File: config.mk
export PLATFORM = sky130hd
export DESIGN_NAME = isotp_rx_reassembler_unit
export DESIGN_NICKNAME = d
export VERILOG_FILES = /design/src/isotp_pkg.sv /design/src/isotp_front.sv /design/src/isotp_queue.sv /design/src/isotp_back.sv /design/src/isotp_rx_reassembler_unit.sv
export SDC_FILE = /design/constraint.sdc
export NUM_CORES = 1
export LEC_CHECK = 0
export BUFFER_PORTS_ARGS = -buffer_cell sky130_fd_sc_hd__buf_2
export CORE_MARGIN = 8
export CORE_UTILIZATION = 55
export CTS_BUF_LIST = sky130_fd_sc_hd__clkbuf_8
export DETAILED_ROUTE_END_ITERATION = 8
export GPL_TIMING_DRIVEN = 0
export PLACE_DENSITY = 0.76
export RECOVER_POWER = 100
export SETUP_SLACK_MARGIN = 0.15
export SLEW_MARGIN = 20
export SYNTH_ARGS = -nofsm -noshare
export SYNTH_HDL_FRONTEND = slang
export SYNTH_SLANG_ARGS = --single-unit
File: constraint.sdc
create_clock -name i_clk -period 8.8 [get_ports i_clk]
set_input_delay 1.76 -clock i_clk [delete_from_list [all_inputs] [get_ports i_clk]]
set_output_delay 1.76 -clock i_clk [all_outputs]
set_load 0.005 [all_outputs]
File: src/isotp_pkg.sv
// ----------------------------------------------------------------------------
// isotp_pkg
// Shared types and constants for the ISO-TP receive reassembler.
// ----------------------------------------------------------------------------
package isotp_pkg;

    localparam int MAX_MESSAGE = 4095;
    localparam int LEN_W       = 12;
    localparam int IN_DATA_W   = 72;
    localparam int OUT_DATA_W  = 72;
    localparam int OUT_USER_W  = 4;

    // queue depth, power of two
    localparam int Q_DEPTH = 2;
    localparam int Q_AW    = $clog2(Q_DEPTH);

    localparam logic [LEN_W-1:0] CAP_RESET = LEN_W'(MAX_MESSAGE);

    localparam logic [7:0] TYPE_MASK   = 8'hf0;
    localparam logic [7:0] TYPE_SINGLE = 8'h00;
    localparam logic [7:0] TYPE_FIRST  = 8'h10;
    localparam logic [7:0] TYPE_CONSEC = 8'h20;
    localparam logic [3:0] LOW_NIBBLE  = 4'h0f;

    localparam logic [3:0] FRAME_MAX   = 4'd8;
    localparam logic [2:0] SF_MAX_DATA = 3'd7;
    localparam logic [2:0] FF_DATA     = 3'd6;
    localparam logic [2:0] CF_MAX_DATA = 3'd7;
    localparam logic [3:0] SEQ_START   = 4'd1;

    typedef enum logic [1:0] {
        ST_PROGRESS = 2'd0,
        ST_DONE     = 2'd1,
        ST_ERROR    = 2'd2,
        ST_TOO_LONG = 2'd3
    } t_status;

    typedef enum logic [1:0] {
        FLOW_NONE     = 2'd0,
        FLOW_CTS      = 2'd1,
        FLOW_OVERFLOW = 2'd2
    } t_flow;

    typedef enum logic [1:0] {
        PH_IDLE = 2'b01,
        PH_RECV = 2'b10
    } t_phase;

    // classified frame; data[0] is frame byte 1
    typedef struct packed {
        logic [3:0]       len;
        logic [6:0][7:0]  data;
        logic             consec;
        logic [3:0]       seq;
        t_status          idle_status;
        t_flow            idle_flow;
        logic [2:0]       idle_count;
        logic [LEN_W-1:0] idle_len;
        logic             idle_from2;
        logic             idle_open;
    } t_info;

    typedef struct packed {
        logic [6:0][7:0]  data;
        logic [2:0]       count;
        t_status          status;
        t_flow            flow;
        logic [LEN_W-1:0] msg_len;
    } t_result;

endpackage

File: src/isotp_front.sv
// ----------------------------------------------------------------------------
// isotp_front
// Accepts CAN frames and classifies them ahead of the reassembly state.
// ----------------------------------------------------------------------------
module isotp_front (
    input  logic                           i_clk,
    input  logic                           i_rst_n,
    input  logic                           i_cfg_we,
    input  logic [isotp_pkg::LEN_W-1:0]     i_cfg_wdata,
    input  logic                           i_tvalid,
    output logic                           o_tready,
    input  logic [isotp_pkg::IN_DATA_W-1:0] i_tdata,
    input  logic                           i_q_full,
    output logic                           o_push,
    output isotp_pkg::t_info                o_info
);
    import isotp_pkg::*;

    logic [LEN_W-1:0] r_cap;
    logic [3:0]       len_raw;
    logic [3:0]       len;
    logic [7:0]       b0;
    logic [7:0]       ftype;
    logic [6:0][7:0]  data;
    logic [3:0]       sf_total;
    logic [LEN_W-1:0] ff_total;
    t_info            info;

    always_ff @(posedge i_clk) begin
        if (!i_rst_n) begin
            r_cap <= CAP_RESET;
        end else if (i_cfg_we) begin
            r_cap <= i_cfg_wdata;
        end
    end

    always_comb begin
        len_raw = i_tdata[3:0];
        len     = (len_raw > FRAME_MAX) ? FRAME_MAX : len_raw;
        b0      = i_tdata[11:4];
        for (int k = 0; k < 7; k++) begin
            data[k] = i_tdata[12 + 8*k +: 8];
        end
        ftype    = b0 & TYPE_MASK;
        sf_total = b0[3:0] & LOW_NIBBLE;
        ff_total = {b0[3:0], data[0]};

        info.len         = len;
        info.data        = data;
        info.consec      = (ftype == TYPE_CONSEC);
        info.seq         = b0[3:0];
        info.idle_status = ST_ERROR;
        info.idle_flow   = FLOW_NONE;
        info.idle_count  = 3'd0;
        info.idle_len    = '0;
        info.idle_from2  = 1'b0;
        info.idle_open   = 1'b0;

        priority if (len == 4'd0) begin
            info.idle_status = ST_ERROR;
        end else if (ftype == TYPE_SINGLE) begin
            priority if (sf_total > {1'b0, SF_MAX_DATA} ||
                         {1'b0, len} < {1'b0, sf_total} + 5'd1) begin
                info.idle_status = ST_ERROR;
            end else if (LEN_W'(sf_total) > r_cap) begin
                info.idle_status = ST_TOO_LONG;
                info.idle_len    = LEN_W'(sf_total);
            end else begin
                info.idle_status = ST_DONE;
                info.idle_count  = sf_total[2:0];
                info.idle_len    = LEN_W'(sf_total);
            end
        end else if (ftype == TYPE_FIRST) begin
            priority if (len < FRAME_MAX) begin
                info.idle_status = ST_ERROR;
            end else if (ff_total <= LEN_W'(SF_MAX_DATA) ||
                         ff_total > LEN_W'(MAX_MESSAGE) || ff_total > r_cap) begin
                info.idle_status = ST_TOO_LONG;
                info.idle_flow   = FLOW_OVERFLOW;
                info.idle_len    = ff_total;
                info.idle_from2  = 1'b1;
            end else begin
                info.idle_status = ST_PROGRESS;
                info.idle_flow   = FLOW_CTS;
                info.idle_count  = FF_DATA;
                info.idle_len    = ff_total;
                info.idle_from2  = 1'b1;
                info.idle_open   = 1'b1;
            end
        end else begin
            info.idle_status = ST_ERROR;
        end
    end

    assign o_tready = !i_q_full;
    assign o_push   = i_tvalid && !i_q_full;
    assign o_info   = info;

endmodule

File: src/isotp_queue.sv
// ----------------------------------------------------------------------------
// isotp_queue
// Short queue of classified frames between front and back.
// ----------------------------------------------------------------------------
module isotp_queue (
    input  logic             i_clk,
    input  logic             i_rst_n,
    input  logic             i_push,
    input  isotp_pkg::t_info i_data,
    output logic             o_full,
    output logic             o_valid,
    input  logic             i_pop,
    output isotp_pkg::t_info o_data
);
    import isotp_pkg::*;

    t_info           r_mem [Q_DEPTH];
    logic [Q_AW-1:0] r_wptr;
    logic [Q_AW-1:0] r_rptr;
    logic [Q_AW:0]   r_cnt;
    logic            do_push;
    logic            do_pop;

    assign o_full  = (r_cnt == (Q_AW+1)'(Q_DEPTH));
    assign o_valid = (r_cnt != '0);
    assign do_push = i_push && !o_full;
    assign do_pop  = i_pop && o_valid;
    assign o_data  = r_mem[r_rptr];

    always_ff @(posedge i_clk) begin
        if (do_push) begin
            r_mem[r_wptr] <= i_data;
        end
    end

    always_ff @(posedge i_clk) begin
        if (!i_rst_n) begin
            r_wptr <= '0;
            r_rptr <= '0;
            r_cnt  <= '0;
        end else begin
            if (do_push) begin
                r_wptr <= r_wptr + 1'b1;
            end
            if (do_pop) begin
                r_rptr <= r_rptr + 1'b1;
            end
            unique case ({do_push, do_pop})
                2'b10:   r_cnt <= r_cnt + 1'b1;
                2'b01:   r_cnt <= r_cnt - 1'b1;
                default: r_cnt <= r_cnt;
            endcase
        end
    end

endmodule

File: src/isotp_back.sv
// ----------------------------------------------------------------------------
// isotp_back
// Reassembly state and registered result stage.
// ----------------------------------------------------------------------------
module isotp_back (
    input  logic               i_clk,
    input  logic               i_rst_n,
    input  logic               i_q_valid,
    input  isotp_pkg::t_info   i_q_data,
    output logic               o_pop,
    output logic               o_valid,
    input  logic               i_ready,
    output isotp_pkg::t_result o_result
);
    import isotp_pkg::*;

    t_phase           r_phase, n_phase;
    logic [LEN_W-1:0] r_total, n_total;
    logic [LEN_W-1:0] r_rcvd, n_rcvd;
    logic [3:0]       r_nseq, n_nseq;
    logic             r_valid;
    t_result          r_res, n_res;

    logic [LEN_W-1:0] diff;
    logic [2:0]       chunk;
    logic [LEN_W-1:0] sum;
    logic             cf_ok;
    logic             from2;
    logic [7:0]       pick;

    assign o_pop = i_q_valid && (!r_valid || i_ready);

    always_comb begin
        n_phase = r_phase;
        n_total = r_total;
        n_rcvd  = r_rcvd;
        n_nseq  = r_nseq;
        n_res   = '0;
        from2   = 1'b0;
        diff    = r_total - r_rcvd;
        chunk   = (diff > LEN_W'(CF_MAX_DATA)) ? CF_MAX_DATA : diff[2:0];
        sum     = r_rcvd + LEN_W'(chunk);
        cf_ok   = i_q_data.consec && (i_q_data.seq == r_nseq) &&
                  (i_q_data.len >= {1'b0, chunk} + 4'd1);

        unique case (r_phase)
            PH_IDLE: begin
                n_res.count   = i_q_data.idle_count;
                n_res.status  = i_q_data.idle_status;
                n_res.flow    = i_q_data.idle_flow;
                n_res.msg_len = i_q_data.idle_len;
                from2         = i_q_data.idle_from2;
                if (i_q_data.idle_open) begin
                    n_phase = PH_RECV;
                    n_total = i_q_data.idle_len;
                    n_rcvd  = LEN_W'(FF_DATA);
                    n_nseq  = SEQ_START;
                end
            end
            PH_RECV: begin
                n_res.msg_len = r_total;
                n_res.flow    = FLOW_NONE;
                if (!cf_ok) begin
                    n_res.status = ST_ERROR;
                    n_phase      = PH_IDLE;
                    n_total      = '0;
                    n_rcvd       = '0;
                    n_nseq       = SEQ_START;
                end else begin
                    n_res.count = chunk;
                    if (sum >= r_total) begin
                        n_res.status = ST_DONE;
                        n_phase      = PH_IDLE;
                        n_total      = '0;
                        n_rcvd       = '0;
                        n_nseq       = SEQ_START;
                    end else begin
                        n_res.status = ST_PROGRESS;
                        n_rcvd       = sum;
                        n_nseq       = r_nseq + 4'd1;
                    end
                end
            end
            default: begin
                n_phase = PH_IDLE;
            end
        endcase

        for (int k = 0; k < 7; k++) begin
            if (from2) begin
                pick = (k < 6) ? i_q_data.data[(k < 6) ? k + 1 : 0] : 8'd0;
            end else begin
                pick = i_q_data.data[k];
            end
            n_res.data[k] = (3'(k) < n_res.count) ? pick : 8'd0;
        end
    end

    always_ff @(posedge i_clk) begin
        if (!i_rst_n) begin
            r_phase <= PH_IDLE;
            r_total <= '0;
            r_rcvd  <= '0;
            r_nseq  <= SEQ_START;
            r_valid <= 1'b0;
        end else begin
            if (o_pop) begin
                r_phase <= n_phase;
                r_total <= n_total;
                r_rcvd  <= n_rcvd;
                r_nseq  <= n_nseq;
                r_valid <= 1'b1;
            end else if (i_ready) begin
                r_valid <= 1'b0;
            end
        end
    end

    always_ff @(posedge i_clk) begin
        if (o_pop) begin
            r_res <= n_res;
        end
    end

    assign o_valid  = r_valid;
    assign o_result = r_res;

    a_recv_short : assert property (@(posedge i_clk) disable iff (!i_rst_n)
        r_phase == PH_RECV |-> r_rcvd < r_total)
        else $error("receiving with count at or above total");

    a_idle_clear : assert property (@(posedge i_clk) disable iff (!i_rst_n)
        r_phase == PH_IDLE |-> r_rcvd == '0 && r_total == '0 && r_nseq == SEQ_START)
        else $error("idle state not cleared");

    a_err_empty : assert property (@(posedge i_clk) disable iff (!i_rst_n)
        r_valid && r_res.status == ST_ERROR |-> r_res.count == 3'd0 &&
        r_res.flow == FLOW_NONE)
        else $error("error result carries bytes or flow request");

    a_open : assert property (@(posedge i_clk) disable iff (!i_rst_n)
        o_pop && r_phase == PH_IDLE && i_q_data.idle_open |=>
        r_phase == PH_RECV && r_rcvd == LEN_W'(FF_DATA) && r_res.flow == FLOW_CTS)
        else $error("first frame did not open reception");

    a_overflow : assert property (@(posedge i_clk) disable iff (!i_rst_n)
        r_valid && r_res.flow == FLOW_OVERFLOW |-> r_res.status == ST_TOO_LONG)
        else $error("overflow request without too-long status");

endmodule

File: src/isotp_rx_reassembler_unit.sv
// ----------------------------------------------------------------------------
// isotp_rx_reassembler_unit
// ISO 15765-2 receive reassembly of classic CAN frames.
//
// Slave stream: one CAN frame per transfer. s_axis_tdata fields from bit 0:
//   frame_length[3:0], frame_byte_0 .. frame_byte_7, 4 zero bits of padding.
// Master stream: one result per frame. m_axis_tdata carries the payload
//   bytes, their count and the message length; m_axis_tuser carries the
//   status and the flow-control request.
// Config: i_cfg_we writes receive_capacity from i_cfg_wdata; reset 4095.
// Each frame passes through the queue and the output register to become a result.
// Throughput: one frame per cycle while the master accepts results; the front classifies frames into a
//   2-entry queue, the back applies them to the reassembly state and holds
//   the result in an output register.
// Reset: idle phase, empty queue, no pending result.
// A stalled master holds the output register; the queue takes up to two
//   more frames before s_axis_tready drops.
// ----------------------------------------------------------------------------
module isotp_rx_reassembler_unit (
    input  logic                                i_clk,
    input  logic                                i_rst_n,
    input  logic                                i_cfg_we,
    input  logic [isotp_pkg::LEN_W-1:0]         i_cfg_wdata,
    input  logic                                s_axis_tvalid,
    output logic                                s_axis_tready,
    // frame_length, frame_byte_0 .. frame_byte_7, padding
    input  logic [isotp_pkg::IN_DATA_W-1:0]     s_axis_tdata,
    output logic                                m_axis_tvalid,
    input  logic                                m_axis_tready,
    // out_byte_0 .. out_byte_6, out_count, message_length, padding
    output logic [isotp_pkg::OUT_DATA_W-1:0]    m_axis_tdata,
    // status, flow_request
    output logic [isotp_pkg::OUT_USER_W-1:0]    m_axis_tuser
);
    import isotp_pkg::*;

    t_info   fr_info;
    logic    fr_push;
    logic    q_full;
    logic    q_valid;
    t_info   q_data;
    logic    q_pop;
    t_result res;

    isotp_front u_front (
        .i_clk       (i_clk),
        .i_rst_n     (i_rst_n),
        .i_cfg_we    (i_cfg_we),
        .i_cfg_wdata (i_cfg_wdata),
        .i_tvalid    (s_axis_tvalid),
        .o_tready    (s_axis_tready),
        .i_tdata     (s_axis_tdata),
        .i_q_full    (q_full),
        .o_push      (fr_push),
        .o_info      (fr_info)
    );

    isotp_queue u_queue (
        .i_clk   (i_clk),
        .i_rst_n (i_rst_n),
        .i_push  (fr_push),
        .i_data  (fr_info),
        .o_full  (q_full),
        .o_valid (q_valid),
        .i_pop   (q_pop),
        .o_data  (q_data)
    );

    isotp_back u_back (
        .i_clk     (i_clk),
        .i_rst_n   (i_rst_n),
        .i_q_valid (q_valid),
        .i_q_data  (q_data),
        .o_pop     (q_pop),
        .o_valid   (m_axis_tvalid),
        .i_ready   (m_axis_tready),
        .o_result  (res)
    );

    assign m_axis_tdata = {1'b0, res.msg_len, res.count, res.data};
    assign m_axis_tuser = {res.flow, res.status};

endmodule

* Word-level counts from Yosys, hierarchy flattened
Memories as Yosys holds them, arrays and structs flattened. A register that Yosys moved wholly into a read port is not among the register bits.
Index checks and enable logic that the tools add are counted.
** Operators by class
- Add/subtract/negate cells :: 9
- Multipliers :: 0
- Div/mod/pow operators :: 0
- $lt $le $gt $ge :: 18
- Equality and inequality tests :: 10
- Shift operators :: 0
- Mux-type cells :: 53
- Bitwise logic cells :: 1
- Reductions and logical operators :: 22
** Operators by type and width (number)
- $mux W12 :: 6
- $mux W19 :: 3
- $mux W8 :: 6
- $pmux W12 S2 :: 2
- $pmux W19 S2 :: 1
- $mux W15 :: 2
- $mux W2 :: 12
- $mux W4 :: 5
- $add A12 B3 Y12 :: 1
- $ge A12 B12 Y1 :: 1
- $gt A12 B12 Y1 :: 1
- $gt A12 B12 Y1 const B :: 1
- $gt A12 B3 Y1 const B :: 1
- $gt A4 B12 Y1 :: 1
- $le A12 B3 Y1 const B :: 1
- $mux W3 :: 4
- $sub A12 B12 Y12 :: 1
- $lt A3 B3 Y1 const A :: 3
- $mux W1 :: 9
- $logic_not A8 Y1 :: 1
- $pmux W2 S2 :: 2
- $pmux W4 S2 :: 1
- $reduce_bool A2 Y1 :: 4
- $eq A2 B2 Y1 const B :: 3
- other kinds (27) :: 41
** Storage, ports and cells
- Register bits after elaboration :: 122
- Latch bits :: 0
- RAM bits :: 172
- Memory bits (read-only) :: 0
- Input bits :: 89
- Logic and storage cells :: 134
- Memories :: 1
** Memories
- u_queue.r_mem :: depth 2, width 86, rd ports 1, clocked after memory_dff 1, write ports 1, line isotp_queue.sv:17 : t_info r_mem [Q_DEPTH];

* Longest topological paths before layout
- Depth in word-level cells :: 11
- Depth in mapped cells :: 28

* Modules after synthesis
Synthesis repeated with hierarchy kept, for this count alone.
** Second synthesis, totals
- Cell total of the unflattened synthesis :: 1153
- Area, all modules :: 14074.7 sq um
** Modules (own cells, without submodules)
- isotp_queue :: times used 1, cells each 294, area an instance 6448.7 sq um, sequential area each 5265.0 sq um
- isotp_back :: times used 1, cells each 645, area an instance 5960.7 sq um, sequential area each 2872.8 sq um
- isotp_front :: times used 1, cells each 212, area an instance 1654.1 sq um, sequential area each 240.2 sq um
- isotp_rx_reassembler_unit :: times used 1, cells each 2, area an instance 11.3 sq um, sequential area each 0.0 sq um

* Worst setup path before layout
OpenSTA, ideal clock, no wires.
- Kind :: input to register
- Start point :: input m_axis_tready
- End point :: register u_queue.r_cnt[1]
- Library setup time :: 0.070 ns
- Arrival time :: 6.187 ns
- Data required time :: 8.730 ns
- Slack :: 2.543 ns
- Cell stages on the path :: 5
- Cell sequence :: nor2b_1 -> nor2_1 -> ha_1 -> or3_1 -> a21oi_1
** Between the ends
- Longest elaborated chain between the ends :: 5
** RTL lines
- from (decl) :: line isotp_rx_reassembler_unit.sv:29 : input logic m_axis_tready,
- $logic_or A1 B1 Y1 * :: line isotp_back.sv:31 : assign o_pop = i_q_valid && (!r_valid || i_ready);
- $logic_and A1 B1 Y1 * :: line isotp_back.sv:31
- net q_pop :: line isotp_rx_reassembler_unit.sv:42 : logic q_pop;
- $logic_and A1 B1 Y1 * :: line isotp_queue.sv:27 : assign do_pop = i_pop && o_valid;
- $eq A2 B1 Y1 / $eq A2 B2 Y1 (equally long branches) :: line isotp_queue.sv:48 : unique case ({do_push, do_pop})
- $pmux W2 S2 / $reduce_bool A2 Y1 (equally long branches)
- to (signal assigned) :: line isotp_queue.sv:49 : 2'b10: r_cnt <= r_cnt + 1'b1;
- to (signal assigned) :: line isotp_queue.sv:50 : 2'b01: r_cnt <= r_cnt - 1'b1;
- to (signal assigned) :: line isotp_queue.sv:51 : default: r_cnt <= r_cnt;
- to (decl) :: line isotp_queue.sv:20 : logic [Q_AW:0] r_cnt;
Mark *: on every way through the listed nets, which the timed path passes. The rest lies on a longest branch.
A chain may end at the register's enable or synchronous reset.

* Final worst setup path
- Start point :: register u_back.r_total[0]
- End point :: register u_back.r_total[8]
** Between the ends
- Longest elaborated chain between the ends :: 8
** RTL lines
- from (decl) :: line isotp_back.sv:18 : logic [LEN_W-1:0] r_total, n_total;
- from (signal assigned) :: line isotp_back.sv:109 : r_total <= n_total;
- branches (longest 8 deep; another with $sub A12 B12 Y12)
Parallel ways; which one is timed is not known.

==> out/results.ini <==
[setup_path]
crit_fanout = 10
worstPathArrival_ns = 7.72
cp.depth = 25
worstSetupPathType = reg2reg
worstReg2RegStart = u_back.r_total[0]$_SDFFE_PN0P_
slowest_stage = o21ai_0
rrSetupSlack_ns = 1.54
crit_buf_inv = 3
worst_setup_path_end_kind = flop
cpPeakStageDelay_ns = 0.63
crit_required_ns = 9.26
critical_path.startpoint_type = flop
worstReg2RegEnd = u_back.r_total[8]$_SDFFE_PN0P_
reg2reg_depth = 25
cp_top_family = compound AO/OA/AOI/OAI gates

[floorplanning]
fp-row-count = 57
die_w_um = 174
core_um2 = 24400
io_pins = 167
initial_core_util_pct = 56.2
die-area_um2 = 30200
die_h_um = 174

[synth]
synth_xor_area_share_pct = 1.53
synth_edf_count = 245
yosys_warnings = 0
synth_top_area_cell = edfxtp_1
synth_cell_types = 65
syn_avg_cell_area_um2 = 13.6
syn_inst = 1008
synth_seq_cells = 293
synth_fa_ha_area_share_pct = 5.40
synthTopCellsByArea = edfxtp_1 (54%), mux4_2 (7.9%), dfxtp_1 (7.0%), ha_1 (5.1%), mux2i_1 (2.3%)
synth_mux_area_share_pct = 10.9
synth_compound_area_share_pct = 7.91
yosys.area.top_type_share_pct = 53.7
ys_async_sr_fraction_pct = 0
synth-seq-area-share_pct = 60.7
synth_fp_nets = 1155
synthSimpleGateAreaFrac_pct = 10.7
ys.flop_type = edfxtp_1
synth_top_family_by_area = multiplexers
synth_area_um2 = 13700

[timing]
finalClockSkew_ns = 0.0331
period_share_pct = 82.5
tightest_slew_ns = 2.82
fin_hold_ws_ns = 0.448
setup_tns_ns = 0
slew_headroom_pct = -88.3
final-setup-viol-count = 0
layout_min_cycle_time_ns = 7.26
clock.fmax_ghz = 0.138
finalHoldViolCount = 0
drv_slew = 119
rsz0062_at_grt = false

[route]
drt-total-wl_um = 32400
ant_nets = 0
drc = 0
drtIter0Drc = 567
vias_per_cell = 5.71
dr.pass1.iters = 5
num_vias = 9054
wl_per_cell_um = 20.4

[placement]
placed_area_um2 = 15100
gp_congestion = 0.872
portBuffers = 160
hpwl_um = 24500

[clocking]
ctsResizeCount = 0
cts_max_path_buffers = 3
numCtsBuffers = 46
cts_hold_buf = 0
cts_setup_buffers = 0
clock_latency_ns = 0.57
clk_pin_slew_ns = 0.06
cts.sinks = 293
cts-root-buf = clkbuf_8
cts_tree = built
htreeDepth = 2

[power_and_ir_drop]
p_int_mw = 3.39
p_per_area_nw_per_um2 = 344
seq_power_share_pct = 39.4
ir_drop_v = 0.000188
clkPwrFrac_pct = 19.5
swShare_pct = 37.0
power_frac_comb_pct = 41.1
power_leakage_nw = 5.69
p_sw_mw = 1.99

[final_layout]
n_fill_cell = 1878
multi_input_area_um2 = 4990
seqCellArea_um2 = 8320
final_area_um2 = 15700
syn_to_final_growth_pct = 14.2
drive_gt1_share_pct = 14.6
nNetsFinal = 1371

[global_route]
antenna_found_initial = 3
grt_first_pass_wirelength_um = 50700
grt_max_degree = 50
grt_overflow = 0
globalRouteTotalUtil_pct = 21.1
grt_pass1_vias = 9316

[flow_run]
drv_cap = 3

[run_status]
status = finished with violations
violations = capacitance limit, slew limit

[hold_path]
hold_end = u_back.r_rcvd[10]$_SDFFE_PN0P_
hold_path.startpoint = u_back.r_rcvd[10]$_SDFFE_PN0P_
whs_path_depth = 2
hold_class = reg2reg

-- stage by stage --
stage / std cells / setup WS (ns) / utilization [%] / total power [mW]
floorplan: 1008 / 2.54 / - / 3.63
global placement: 1492 / 0.725 / 61.1 / 4.35
detailed placement: 1500 / 1.93 / 62.1 / 4.45
CTS: 1585 / 1.91 / 65.5 / 5.50
global route: 1587 / 0.858 / 64.2 / 5.70
finish: 1587 / 1.54 / 64.2 / 5.38
-- power by group through the flow --
stage               clock (mW)  sequential (mW)  combinational (mW)
global route              1.12             2.15                2.43
CTS                       1.07             2.10                2.33
floorplan                    0             2.14                1.49
finish                    1.05             2.12                2.21
global placement             0             2.16                2.19
detailed placement           0             2.13                2.32
-- registers in the layout, summed over array words and instances, names as in the netlist, named ones only --
name             flops
u_queue.r_rptr       1
u_back.o_result     75
u_back.r_total      12
u_queue.r_cnt        2
u_back.r_rcvd       12
u_back.r_nseq        4
u_back.o_valid       1
u_queue.r_mem      170
u_front.r_cap       12
u_back.r_phase       2
u_queue.r_wptr       1
-- cell families (layout without fill, tap and decap cells) --
group           after synthesis  count (layout)
buf+inv                     100             353
compound gates              164             164
mux                          88              88
simple gates                280             280
other cells                   1               3
flops                       293             293
xor+xnor                     24              24
fa+ha+maj                    58              58
-- metal layers --
layer	GRT usage (%)	wire length [um]	up-vias
met5	0	13	-
met1	26.9	13700	4370
met2	34.4	15200	338
met4	8.37	1090	2
met3	5.21	2490	70
li1	-	-	4274
-- worst register-to-register path, stage by stage, from the launching register on --
cell,delay (ns)
dfxtp_1,0.38
inv_1,0.09
ha_1,0.22
fa_1,0.42
nor2b_1,0.19
o22a_1,0.23
a21oi_1,0.12
a2111oi_0,0.51
nand4b_1,0.22
or4_1,0.50
clkbuf_1,0.23
nand2_1,0.14
fa_1,0.21
nor2b_1,0.06
o21ai_0,0.63
nor2_1,0.14
xnor2_1,0.26
ha_1,0.29
a211o_1,0.33
a2111oi_0,0.49
o21a_1,0.22
o211a_1,0.29
nand2b_1,0.29
clkbuf_1,0.38
o21ai_0,0.15
a21oi_1,0.16
-- cells in the final DEF, fill, tap and decap left out, types with 11 or more instances in the layout --
cell / count
a21oi_1: 37
and2_0: 33
buf_2: 64
clkbuf_1: 149
clkbuf_8: 47
clkinv_1: 16
dfxtp_1: 48
edfxtp_1: 245
ha_1: 56
inv_1: 64
mux2i_1: 31
mux4_2: 48
nand2_1: 58
nand3_1: 18
nor2_1: 63
nor2b_1: 31
o211ai_1: 17
o21a_1: 11
o21ai_0: 28
o22ai_1: 15
xnor2_1: 16
-- how the worst max path moves through the flow --
stage                                   start                             end
2_1_floorplan                   m_axis_tready   u_queue.r_cnt[1]$_SDFFE_PN0P_
3_3_place_gp                    s_axis_tvalid  u_queue.r_mem[0][74]$_DFFE_PP_
3_5_place_dp   u_back.r_total[0]$_SDFFE_PN0P_  u_back.r_total[8]$_SDFFE_PN0P_
4_1_cts        u_back.r_total[0]$_SDFFE_PN0P_  u_back.r_total[8]$_SDFFE_PN0P_
5_1_grt         u_back.r_rcvd[3]$_SDFFE_PN0P_  u_back.r_total[6]$_SDFFE_PN0P_
6_report       u_back.r_total[0]$_SDFFE_PN0P_  u_back.r_total[8]$_SDFFE_PN0P_
-- cells in the mapped netlist, types with 4 or more instances --
master	number
a211oi_1	4
a21o_1	9
a21oi_1	37
a31oi_1	10
a41o_1	4
and2_1	37
and3_1	10
buf_2	8
clkbuf_1	34
dfxtp_1	48
edfxtp_1	245
ha_1	56
inv_1	54
mux2_2	9
mux2i_1	31
mux4_2	48
nand2_1	58
nand2b_1	10
nand3_1	18
nand4_1	5
nor2_1	63
nor2b_1	31
nor3_1	10
nor3b_1	9
nor4_1	5
o211ai_1	17
o21a_1	11
o21ai_0	27
o22ai_1	15
o41ai_1	4
or3_1	4
or4_1	4
xnor2_1	16
xor2_1	8
-- cell type report --
cell class                 count  share of cell area [%]
clock buffer                  47                    4.13
inverter                      54                    1.29
buffer                        46                    1.14
sequential                   293                    53.1
clock inverter                38                    1.27
tap                          324                    2.59
antenna                        2                  0.0320
multi-input combinational    615                    31.9
timing repair buffer         168                    4.52
Power figures use the tool's default switching activity.
